## src/sv/cpt_pkg.sv

```systemverilog
// Shared types, codes and action table for the commit participant tracker.
`default_nettype none
package cpt_pkg;

  localparam int MAX_PARTICIPANTS = 16;
  localparam int IDX_W = $clog2(MAX_PARTICIPANTS);
  localparam int CNT_W = 5;

  localparam logic [2:0] PS_BAD       = 3'd0;
  localparam logic [2:0] PS_PREPARED  = 3'd1;
  localparam logic [2:0] PS_ABORTED   = 3'd2;
  localparam logic [2:0] PS_COMMITTED = 3'd3;
  localparam logic [2:0] PS_ACTIVE    = 3'd4;
  localparam logic [2:0] PS_READONLY  = 3'd5;
  localparam logic [2:0] PS_DIED      = 3'd6;

  localparam logic [2:0] OP_ACTIVATE = 3'd0;
  localparam logic [2:0] OP_VOTE     = 3'd1;
  localparam logic [2:0] OP_ACK      = 3'd2;
  localparam logic [2:0] OP_DIED     = 3'd3;
  localparam logic [2:0] OP_RECOVER  = 3'd4;
  localparam logic [2:0] OP_EVALUATE = 3'd5;

  localparam logic [1:0] VK_COMMIT    = 2'd0;
  localparam logic [1:0] VK_READ_ONLY = 2'd1;

  localparam logic [2:0] COORD_DONE   = 3'd0;
  localparam logic [2:0] COORD_VOTE   = 3'd1;
  localparam logic [2:0] COORD_ABORT  = 3'd2;
  localparam logic [2:0] COORD_COMMIT = 3'd3;
  localparam logic [2:0] COORD_WAIT   = 3'd4;

  localparam logic [0:0] REG_PROTOCOL_MODE     = 1'd0;
  localparam logic [0:0] REG_PARTICIPANT_COUNT = 1'd1;

  localparam logic [2:0] ACT_INC   = 3'd0;
  localparam logic [2:0] ACT_CHOKE = 3'd1;
  localparam logic [2:0] ACT_IGN   = 3'd2;
  localparam logic [2:0] ACT_MIX   = 3'd3;
  localparam logic [2:0] ACT_RETX  = 3'd4;

  typedef struct packed {
    logic       zero_on_death;
    logic [2:0] coordinator_state;
    logic [2:0] new_state;
    logic       ack_is_commit;
    logic [1:0] vote_kind;
    logic [4:0] participant;
    logic [2:0] op;
  } item_t;

  typedef struct packed {
    logic       persist_request;
    logic       reply_dropped;
    logic       protocol_error;
    logic       mixed_result;
    logic [4:0] votes_needed;
  } res_t;

  typedef struct packed {
    logic       protocol_mode;
    logic [4:0] participant_count;
  } cfg_t;

  typedef struct packed {
    logic             en;
    logic [IDX_W-1:0] addr;
    logic [2:0]       data;
  } mem_wr_t;

  // mode 0 presumed abort, 1 presumed nothing
  function automatic logic [2:0] lookup(input logic mode, input logic [2:0] ps,
                                        input logic [2:0] cs);
    logic [2:0] a;
    a = ACT_CHOKE;
    if (cs <= COORD_WAIT) begin
      unique case (ps)
        PS_BAD: a = ACT_CHOKE;
        PS_PREPARED: a = (cs == COORD_DONE) ? ACT_CHOKE :
                         (cs == COORD_ABORT || cs == COORD_COMMIT) ? ACT_INC : ACT_IGN;
        PS_ABORTED: a = (cs == COORD_COMMIT) ? ACT_CHOKE : ACT_IGN;
        PS_COMMITTED: a = (cs == COORD_ABORT) ? ACT_MIX : ACT_IGN;
        PS_ACTIVE: begin
          if (cs == COORD_VOTE || cs == COORD_ABORT) a = ACT_INC;
          else if (cs == COORD_WAIT && mode) a = ACT_IGN;
          else a = ACT_CHOKE;
        end
        PS_READONLY: a = ACT_IGN;
        PS_DIED: begin
          if (cs == COORD_VOTE) a = ACT_RETX;
          else if (cs == COORD_ABORT || cs == COORD_COMMIT) a = mode ? ACT_RETX : ACT_INC;
          else a = ACT_IGN;
        end
        default: a = ACT_CHOKE;
      endcase
    end
    return a;
  endfunction

endpackage
`default_nettype wire

```

## src/sv/cpt_state_mem.sv

```systemverilog
// Participant state memory, registered read, valid bits cleared at reset.
`default_nettype none
module cpt_state_mem (
  input  wire logic                    clk,
  input  wire logic                    rst,
  input  wire logic [cpt_pkg::IDX_W-1:0] rd_addr,
  output logic [2:0]                   rd_data,
  input  wire cpt_pkg::mem_wr_t        wr
);
  import cpt_pkg::*;

  logic [2:0]                  mem [MAX_PARTICIPANTS];
  logic [MAX_PARTICIPANTS-1:0] valid;
  logic [2:0]                  rd_raw;
  logic                        rd_vld;

  always_ff @(posedge clk) begin
    if (wr.en) begin
      mem[wr.addr] <= wr.data;
    end
    rd_raw <= mem[rd_addr];
  end

  always_ff @(posedge clk) begin
    if (rst) begin
      valid  <= '0;
      rd_vld <= 1'b0;
    end else begin
      if (wr.en) begin
        valid[wr.addr] <= 1'b1;
      end
      rd_vld <= valid[rd_addr];
    end
  end

  // entries never written read as bad
  assign rd_data = rd_vld ? rd_raw : PS_BAD;

endmodule
`default_nettype wire

```

## src/sv/cpt_seq.sv

```systemverilog
// Event sequencer: read-modify-write of one entry, or a walk over the configured entries.
`default_nettype none
module cpt_seq (
  input  wire logic                      clk,
  input  wire logic                      rst,
  input  wire cpt_pkg::cfg_t             cfg,
  input  wire logic                      item_valid,
  output logic                           item_ready,
  input  wire cpt_pkg::item_t            item_in,
  output logic [cpt_pkg::IDX_W-1:0]      rd_addr,
  input  wire logic [2:0]                rd_data,
  output cpt_pkg::mem_wr_t               wr,
  output logic                           res_valid,
  input  wire logic                      res_ready,
  output cpt_pkg::res_t                  res
);
  import cpt_pkg::*;

  localparam logic [1:0] ST_IDLE = 2'd0;
  localparam logic [1:0] ST_EVT  = 2'd1;
  localparam logic [1:0] ST_WALK = 2'd2;
  localparam logic [1:0] ST_FIN  = 2'd3;

  logic [1:0]       state, state_next;
  item_t            item;
  logic [IDX_W-1:0] cur, cur_next;
  logic [4:0]       needed, needed_next;
  logic             err, err_next;
  logic             dropped, dropped_next;
  logic             persist, persist_next;
  logic             mixed, mixed_next;
  logic [4:0]       n;
  logic             in_range;
  logic [IDX_W-1:0] in_idx;
  logic [2:0]       act;
  logic             accept;

  assign n        = (cfg.participant_count > 5'(MAX_PARTICIPANTS)) ?
                    5'(MAX_PARTICIPANTS) : cfg.participant_count;
  assign in_range = (item_in.participant != 5'd0) && (item_in.participant <= n);
  assign in_idx   = IDX_W'(item_in.participant - 5'd1);
  assign item_ready = (state == ST_IDLE);
  assign accept   = item_valid && item_ready;
  assign act      = lookup(cfg.protocol_mode, rd_data, item.coordinator_state);

  always_comb begin
    unique case (state)
      ST_IDLE: rd_addr = (item_in.op == OP_EVALUATE) ? '0 : in_idx;
      ST_WALK: rd_addr = cur + IDX_W'(1);
      default: rd_addr = cur;
    endcase
  end

  always_comb begin
    state_next   = state;
    cur_next     = cur;
    needed_next  = needed;
    err_next     = err;
    dropped_next = dropped;
    persist_next = persist;
    mixed_next   = mixed;
    wr.en        = 1'b0;
    wr.addr      = cur;
    wr.data      = rd_data;
    unique case (state)
      ST_IDLE: begin
        if (accept) begin
          needed_next  = '0;
          err_next     = 1'b0;
          dropped_next = 1'b0;
          persist_next = 1'b0;
          cur_next     = '0;
          if (item_in.op <= OP_RECOVER && in_range) begin
            cur_next   = in_idx;
            state_next = ST_EVT;
          end else if (item_in.op == OP_EVALUATE && n != 5'd0) begin
            state_next = ST_WALK;
          end else begin
            err_next   = (item_in.op != OP_EVALUATE);
            state_next = ST_FIN;
          end
        end
      end
      ST_EVT: begin
        state_next = ST_FIN;
        unique case (item.op)
          OP_ACTIVATE: begin
            wr.en   = 1'b1;
            wr.data = PS_ACTIVE;
          end
          OP_VOTE: begin
            if (rd_data == PS_ACTIVE) begin
              wr.en = 1'b1;
              if (item.vote_kind == VK_COMMIT) begin
                wr.data      = PS_PREPARED;
                persist_next = 1'b1;
              end else if (item.vote_kind == VK_READ_ONLY) begin
                wr.data = PS_READONLY;
              end else begin
                wr.data = PS_ABORTED;
              end
            end else if (rd_data == PS_PREPARED || rd_data == PS_ABORTED ||
                         rd_data == PS_COMMITTED || rd_data == PS_READONLY) begin
              dropped_next = 1'b1;
            end else begin
              err_next = 1'b1;
            end
          end
          OP_ACK: begin
            wr.en        = 1'b1;
            wr.data      = item.ack_is_commit ? PS_COMMITTED : PS_ABORTED;
            persist_next = 1'b1;
          end
          OP_DIED: begin
            wr.en   = 1'b1;
            wr.data = PS_DIED;
          end
          default: begin
            if (item.new_state > PS_DIED) begin
              err_next = 1'b1;
            end else begin
              wr.en   = 1'b1;
              wr.data = item.new_state;
            end
          end
        endcase
      end
      ST_WALK: begin
        cur_next = cur + IDX_W'(1);
        if ({1'b0, cur} == n - 5'd1) begin
          state_next = ST_FIN;
        end
        if (act == ACT_CHOKE) begin
          err_next    = 1'b1;
          needed_next = '0;
          state_next  = ST_FIN;
        end else if (act == ACT_MIX) begin
          mixed_next = 1'b1;
        end else if (act == ACT_INC || act == ACT_RETX) begin
          if (act == ACT_RETX && item.zero_on_death) begin
            needed_next = '0;
            state_next  = ST_FIN;
          end else if (needed != 5'd31) begin
            needed_next = needed + 5'd1;
          end
        end
      end
      default: begin
        if (res_ready) begin
          state_next = ST_IDLE;
        end
      end
    endcase
  end

  always_ff @(posedge clk) begin
    if (rst) begin
      state <= ST_IDLE;
      mixed <= 1'b0;
    end else begin
      state <= state_next;
      mixed <= mixed_next;
    end
  end

  always_ff @(posedge clk) begin
    if (accept) begin
      item <= item_in;
    end
    cur     <= cur_next;
    needed  <= needed_next;
    err     <= err_next;
    dropped <= dropped_next;
    persist <= persist_next;
  end

  assign res_valid           = (state == ST_FIN);
  assign res.votes_needed    = needed;
  assign res.mixed_result    = mixed;
  assign res.protocol_error  = err;
  assign res.reply_dropped   = dropped;
  assign res.persist_request = persist;

endmodule
`default_nettype wire

```

## src/sv/commit_participant_tracker_core.sv

```systemverilog
// Commit participant tracker: config registers, output register, sequencer and state memory.
// Activate, vote, ack, died and recover read their entry, then may write it in the event state
// before the finish state; evaluate walks the configured entries, one entry per cycle,
// through the single memory read port. Invalid items go straight to the finish state.
// One item at a time; the next is taken once the result has moved to the output register.
// Synchronous reset: all participants bad, mixed flag clear, mode 0, count 1.
`default_nettype none
module commit_participant_tracker_core (
  input  wire logic        clk,
  input  wire logic        rst,
  input  wire logic        cfg_we,
  input  wire logic [0:0]  cfg_index,
  input  wire logic [4:0]  cfg_data,
  input  wire logic        s_axis_tvalid,
  output logic             s_axis_tready,
  // op[2:0], participant[7:3], vote_kind[9:8], ack_is_commit[10], new_state[13:11],
  // coordinator_state[16:14], zero_on_death[17], zero[23:18]
  input  wire logic [23:0] s_axis_tdata,
  output logic             m_axis_tvalid,
  input  wire logic        m_axis_tready,
  // votes_needed[4:0], mixed_result[5], protocol_error[6], reply_dropped[7],
  // persist_request[8], zero[15:9]
  output logic [15:0]      m_axis_tdata
);
  import cpt_pkg::*;

  cfg_t             cfg;
  item_t            item_in;
  res_t             res;
  logic             res_valid;
  logic             res_ready;
  logic [IDX_W-1:0] rd_addr;
  logic [2:0]       rd_data;
  mem_wr_t          wr;
  res_t             out_word;

  assign item_in = item_t'(s_axis_tdata[$bits(item_t)-1:0]);

  always_ff @(posedge clk) begin
    if (rst) begin
      cfg.protocol_mode     <= 1'b0;
      cfg.participant_count <= 5'd1;
    end else if (cfg_we) begin
      unique case (cfg_index)
        REG_PROTOCOL_MODE:     cfg.protocol_mode <= cfg_data[0];
        REG_PARTICIPANT_COUNT: cfg.participant_count <= cfg_data;
        default: ;
      endcase
    end
  end

  cpt_seq u_seq (
    .clk        (clk),
    .rst        (rst),
    .cfg        (cfg),
    .item_valid (s_axis_tvalid),
    .item_ready (s_axis_tready),
    .item_in    (item_in),
    .rd_addr    (rd_addr),
    .rd_data    (rd_data),
    .wr         (wr),
    .res_valid  (res_valid),
    .res_ready  (res_ready),
    .res        (res)
  );

  cpt_state_mem u_mem (
    .clk     (clk),
    .rst     (rst),
    .rd_addr (rd_addr),
    .rd_data (rd_data),
    .wr      (wr)
  );

  assign res_ready = !m_axis_tvalid || m_axis_tready;

  always_ff @(posedge clk) begin
    if (rst) begin
      m_axis_tvalid <= 1'b0;
    end else if (res_ready) begin
      m_axis_tvalid <= res_valid;
    end
  end

  always_ff @(posedge clk) begin
    if (res_ready && res_valid) begin
      out_word <= res;
    end
  end

  assign m_axis_tdata = {(16 - $bits(res_t))'(0), out_word};

endmodule
`default_nettype wire
```

## config.mk

```make
export PLATFORM = sky130hd
export DESIGN_NAME = commit_participant_tracker_core
export DESIGN_NICKNAME = d
export VERILOG_FILES = /design/src/sv/cpt_pkg.sv /design/src/sv/cpt_state_mem.sv /design/src/sv/cpt_seq.sv /design/src/sv/commit_participant_tracker_core.sv
export SDC_FILE = /design/constraint.sdc
export NUM_CORES = 1
export LEC_CHECK = 0
export ABC_AREA = 1
export BUFFER_PORTS_ARGS = -buffer_cell sky130_fd_sc_hd__buf_2
export CORE_ASPECT_RATIO = 2
export CORE_UTILIZATION = 50
export CTS_CLUSTER_SIZE = 16
export DETAILED_ROUTE_END_ITERATION = 8
export GPL_ROUTABILITY_DRIVEN = 0
export PLACE_DENSITY_LB_ADDON = 0.05
export SETUP_SLACK_MARGIN = 0.05
export SLEW_MARGIN = 10
export SYNTH_ARGS = -nofsm -noshare
export SYNTH_HDL_FRONTEND = slang
export SYNTH_SLANG_ARGS = --single-unit
```

## constraint.sdc

```tcl
create_clock -name clk -period 3.5 [get_ports clk]
set_input_delay 0.175 -clock clk [delete_from_list [all_inputs] [get_ports clk]]
set_output_delay 0.175 -clock clk [all_outputs]
set_load 0.02 [all_outputs]
```

==> impl_summary.txt <==
----------------------------------------------------
[GRT]
  Pin count of the biggest net entering global routing ... 33
  Number of global-route vias before repair ... 4007
  Wire length of the first global-routing pass ... 19900 um
  Total global-route track usage ... 23.5%
  Sum of overflow across all layers after global routing ... 0
  Number of antenna violations at the first check in global routing ... 0

[Pwr]
  IR drop worst, VDD ... 456 uV
  Power density of the placed cells ... 822 nW/um2
  Leakage power ... 2.46 nW

[Routing]
  Avg Vias per Cell ... 5.38
  Number of vias after detailed routing ... 4112
  DR iter-0 viols ... 233
  Antenna violation net count after detailed routing ... 0
  Post-DR wirelength/cell ... 16.8 um
  DR DRC count ... 0
  Total wire length ... 12800 um
  Length of the first detailed-routing pass in iterations ... 4

[Clock tree]
  Count of H-tree levels built during CTS ... 3
  Deepest clock path buffer count ... 2
  Clock-pin slew on the worst setup and hold paths ... 70 ps
  # hold bufs at CTS ... 10
  Clock root buffer master ... clkbuf_16
  Number of resized instances in the post-cts repair step ... 0
  Number of sinks driven by the clock tree ... 112
  CTS tree ... yes
  Insertion delay of the later-clocked pin in the worst-skew pair ... 350 ps
  Number of CTS-inserted buffers ... 9
  Number of post-CTS setup repair buffers ... 0

[Final layout]
  Antenna fix cells ... 0
  Final Net Count ... 676
  Number of inserted filler cells in the final layout ... 930
  Post-Route Utilization ... 58.2%
  Share of layout cells above drive strength 1 ... 12.9%
  Area growth from synthesis to layout ... 12.3%

[Job]
  Maximum capacitance violations ... 0

[Min path]
  Worst hold path stage count ... 1
  Worst min-delay path endpoint ... u_seq.item[0]
  Start point of the worst min-delay path ... s_axis_tdata[0]
  Hold Crit Class ... in -> reg

[Worst setup path]
  Cell count of the worst reg-to-reg path ... 10
  Cell with the biggest individual delay on the critical path ... edfxtp_1
  Worst setup path class ... reg -> reg
  Setup slack of the most critical reg-to-reg path ... 870 ps
  Cell class contributing the biggest share of worst-path delay ... simple AND/OR/NAND/NOR gates
  WP depth ... 10
  Largest incremental delay on the critical path ... 520 ps
  Count of buffer and inverter cells on the critical path ... 2
  Type of destination of the critical path ... flop
  Required arrival time at the worst endpoint ... 3780 ps
  Worst endpoint data arrival time ... 2910 ps
  Startpoint kind of the worst setup timing path ... flop
  RR Endpoint ... u_mem.rd_vld
  Reg-to-reg startpoint ... u_seq.cur[0]
  Crit-path cells ... inv_1 -> ha_1 -> nand2_1 -> a21boi_1 -> nand2_2 -> inv_1 -> o211ai_1 -> nand3_1 -> nand3_1 -> a21oi_1
  Maximum fanout count along the critical path ... 22

[Timing]
  Remaining max-slew budget at the tightest pin ... 49.6%
  Count of final setup violators ... 0
  Final worst-path cycle share ... 75.1%
  Fmax ... 0.380 GHz
  Pin slew with the least headroom to its limit ... 752 ps
  Final hold violations ... 0
  Skew final ... 8.83 ps
  Minimum hold slack ... 24.7 ps
  Period minus WS final ... 2630 ps
  Total negative slack ... 0 ps
  Unrepaired setup endpoints after global routing ... no
  Final Slew Violations ... 0

[Run status]
  Run status ... finished, final reports clean

[Placement]
  DP HPWL ... 9600 um
  Number of port buffers ... 39

[Synthesis]
  Cell type with the largest total area after synthesis ... edfxtp_1
  Part of the Yosys area used for sequential elements ... 55.7%
  Simple-gate portion of the synthesized area ... 18.0%
  Xor and xnor area share after synthesis ... 0.637%
  Cell variety after synth ... 46
  Post-synth top area share ... 44.8%
  Main combinational cell family by area after synthesis ... simple AND/OR/NAND/NOR gates
  Count of yosys warnings during synthesis ... 0
  Mapped Cells ... 575
  Post-synthesis mux area share ... 0%
  Syn Area/Cell ... 9.56 um2
  Share of synthesized cell area in full adder, half adder and majority cells ... 4.32%
  Number of synthesized register bits ... 112
  Main area contributors after synthesis ... edfxtp_1 45%, dfxtp_1 11%, nor2_1 7.0%
  Post-synthesis cell area ... 5500 um2
  Area fraction in compound gates after synthesis ... 14.5%

[Floorplanning]
  Placement Rows ... 53
  Area of the die ... 11400 um2
  Number of top-level pins ... 53
  Core box area ... 10600 um2
  Starting utilization of the core area ... 51.8%
  Die width ... 76.1 um
  Die Ht ... 150 um

----------------------------------------------------
-- kinds of logic (layout without fill, tap and decap cells) --
| logic type | after synthesis | count (layout) |
|---|---|---|
| buf+inv | 82 | 128 |
| fa+ha+maj | 19 | 19 |
| other cells | 1 | 7 |
| flops | 112 | 112 |
| compound gates | 123 | 123 |
| xor+xnor | 4 | 4 |
| simple gates | 234 | 234 |
-- final cells by class --
type | count | area (um2) | area share, %
timing repair buffer | 53 | 325 | 5.27
clock inverter | 6 | 75.1 | 1.22
tap | 137 | 171 | 2.78
sequential | 112 | 3060 | 49.6
inverter | 59 | 221 | 3.59
clock buffer | 10 | 229 | 3.71
multi-input combinational | 387 | 2090 | 33.8
-- flip-flops by register name, indices dropped and copies added (netlist names), 2 cells and up --
signal and flops:
u_mem.mem 48, u_seq.item 13, u_seq.needed 5, m_axis_tdata 9, u_seq.state 2, u_mem.rd_raw 3
u_seq.cur 4, u_mem.valid 16, cfg 6
-- cells in the final DEF (no fill, tap or decap), types with 5 or more instances in the layout --
| cell | instances |
|---|---|
| nor2_1 | 103 |
| o21ai_0 | 34 |
| clkbuf_16 | 9 |
| inv_2 | 5 |
| ha_1 | 19 |
| buf_2 | 39 |
| or2_0 | 6 |
| conb_1 | 7 |
| o21ai_1 | 6 |
| dlygate4sd3_1 | 10 |
| dfxtp_1 | 30 |
| o21a_1 | 16 |
| a21oi_1 | 20 |
| nand2_1 | 76 |
| inv_1 | 54 |
| nand3_1 | 27 |
| o211ai_1 | 21 |
| nor3_1 | 5 |
| edfxtp_1 | 82 |
-- power by group --
group / switching [W] / internal [W] / leakage, nW
sequential: 0.000168 / 0.00178 / 1.01
combinational: 0.00144 / 0.000638 / 1.30
clock: 0.000482 / 0.000567 / 0.146
-- worst max path at each step --
stage | endpoint | start | slack [ps]
detailed placement | u_mem.rd_vld | u_seq.cur[0] | 850
floorplan | u_seq.state[0] | cfg[0] | 1520
global route | u_mem.rd_vld | u_seq.cur[0] | 660
finish | u_mem.rd_vld | u_seq.cur[0] | 870
global placement | u_mem.rd_vld | u_seq.cur[0] | 900
CTS | u_mem.rd_vld | u_seq.cur[0] | 830
-- worst register-to-register path, cell delays in order, from the launching register on --
cell and delay (ps):
edfxtp_1 520, inv_1 150, ha_1 310, nand2_1 80, a21boi_1 180, nand2_2 300, inv_1 440, o211ai_1 210
nand3_1 140, nand3_1 70, a21oi_1 150
-- routing by layer --
layer | share of wire [%] | global-route usage, %
met1 | 35 | 21.3
met2 | 60 | 49.3
met3 | 2.1 | 3.33
met4 | 3.3 | 11.4
met5 | 0 | 0
-- through the flow --
step	worst slack (ps)	area [um2]	total power, W	instances
2_1_floorplan	1520	5520	0.00347	581
3_3_place_gp	896	5770	0.00401	738
3_5_place_dp	848	5770	0.00407	738
4_1_cts	835	6170	0.00511	764
5_1_grt	661	6170	0.00539	764
6_report	871	6170	0.00508	764
-- synth_stat cells (all sizes together) --
cell and count:
a211oi 1, a21boi 2, a21o 1, a21oi 22, a221oi 1, a22oi 1
a31o 1, a31oi 2, buf 20, clkbuf 3, conb 1, dfxtp 30
edfxtp 82, ha 19, inv 59, nand2 80, nand3 27, nand4 4
nor2 107, nor3 5, nor3b 1, o2111ai 1, o211a 1, o211ai 21
o21a 16, o21ai 40, o21bai 3, o221ai 3, o22ai 3, o311ai 1
o31ai 3, or2 10, xnor2 3, xor2 1
Note: power is estimated with default switching activity, not from simulation.
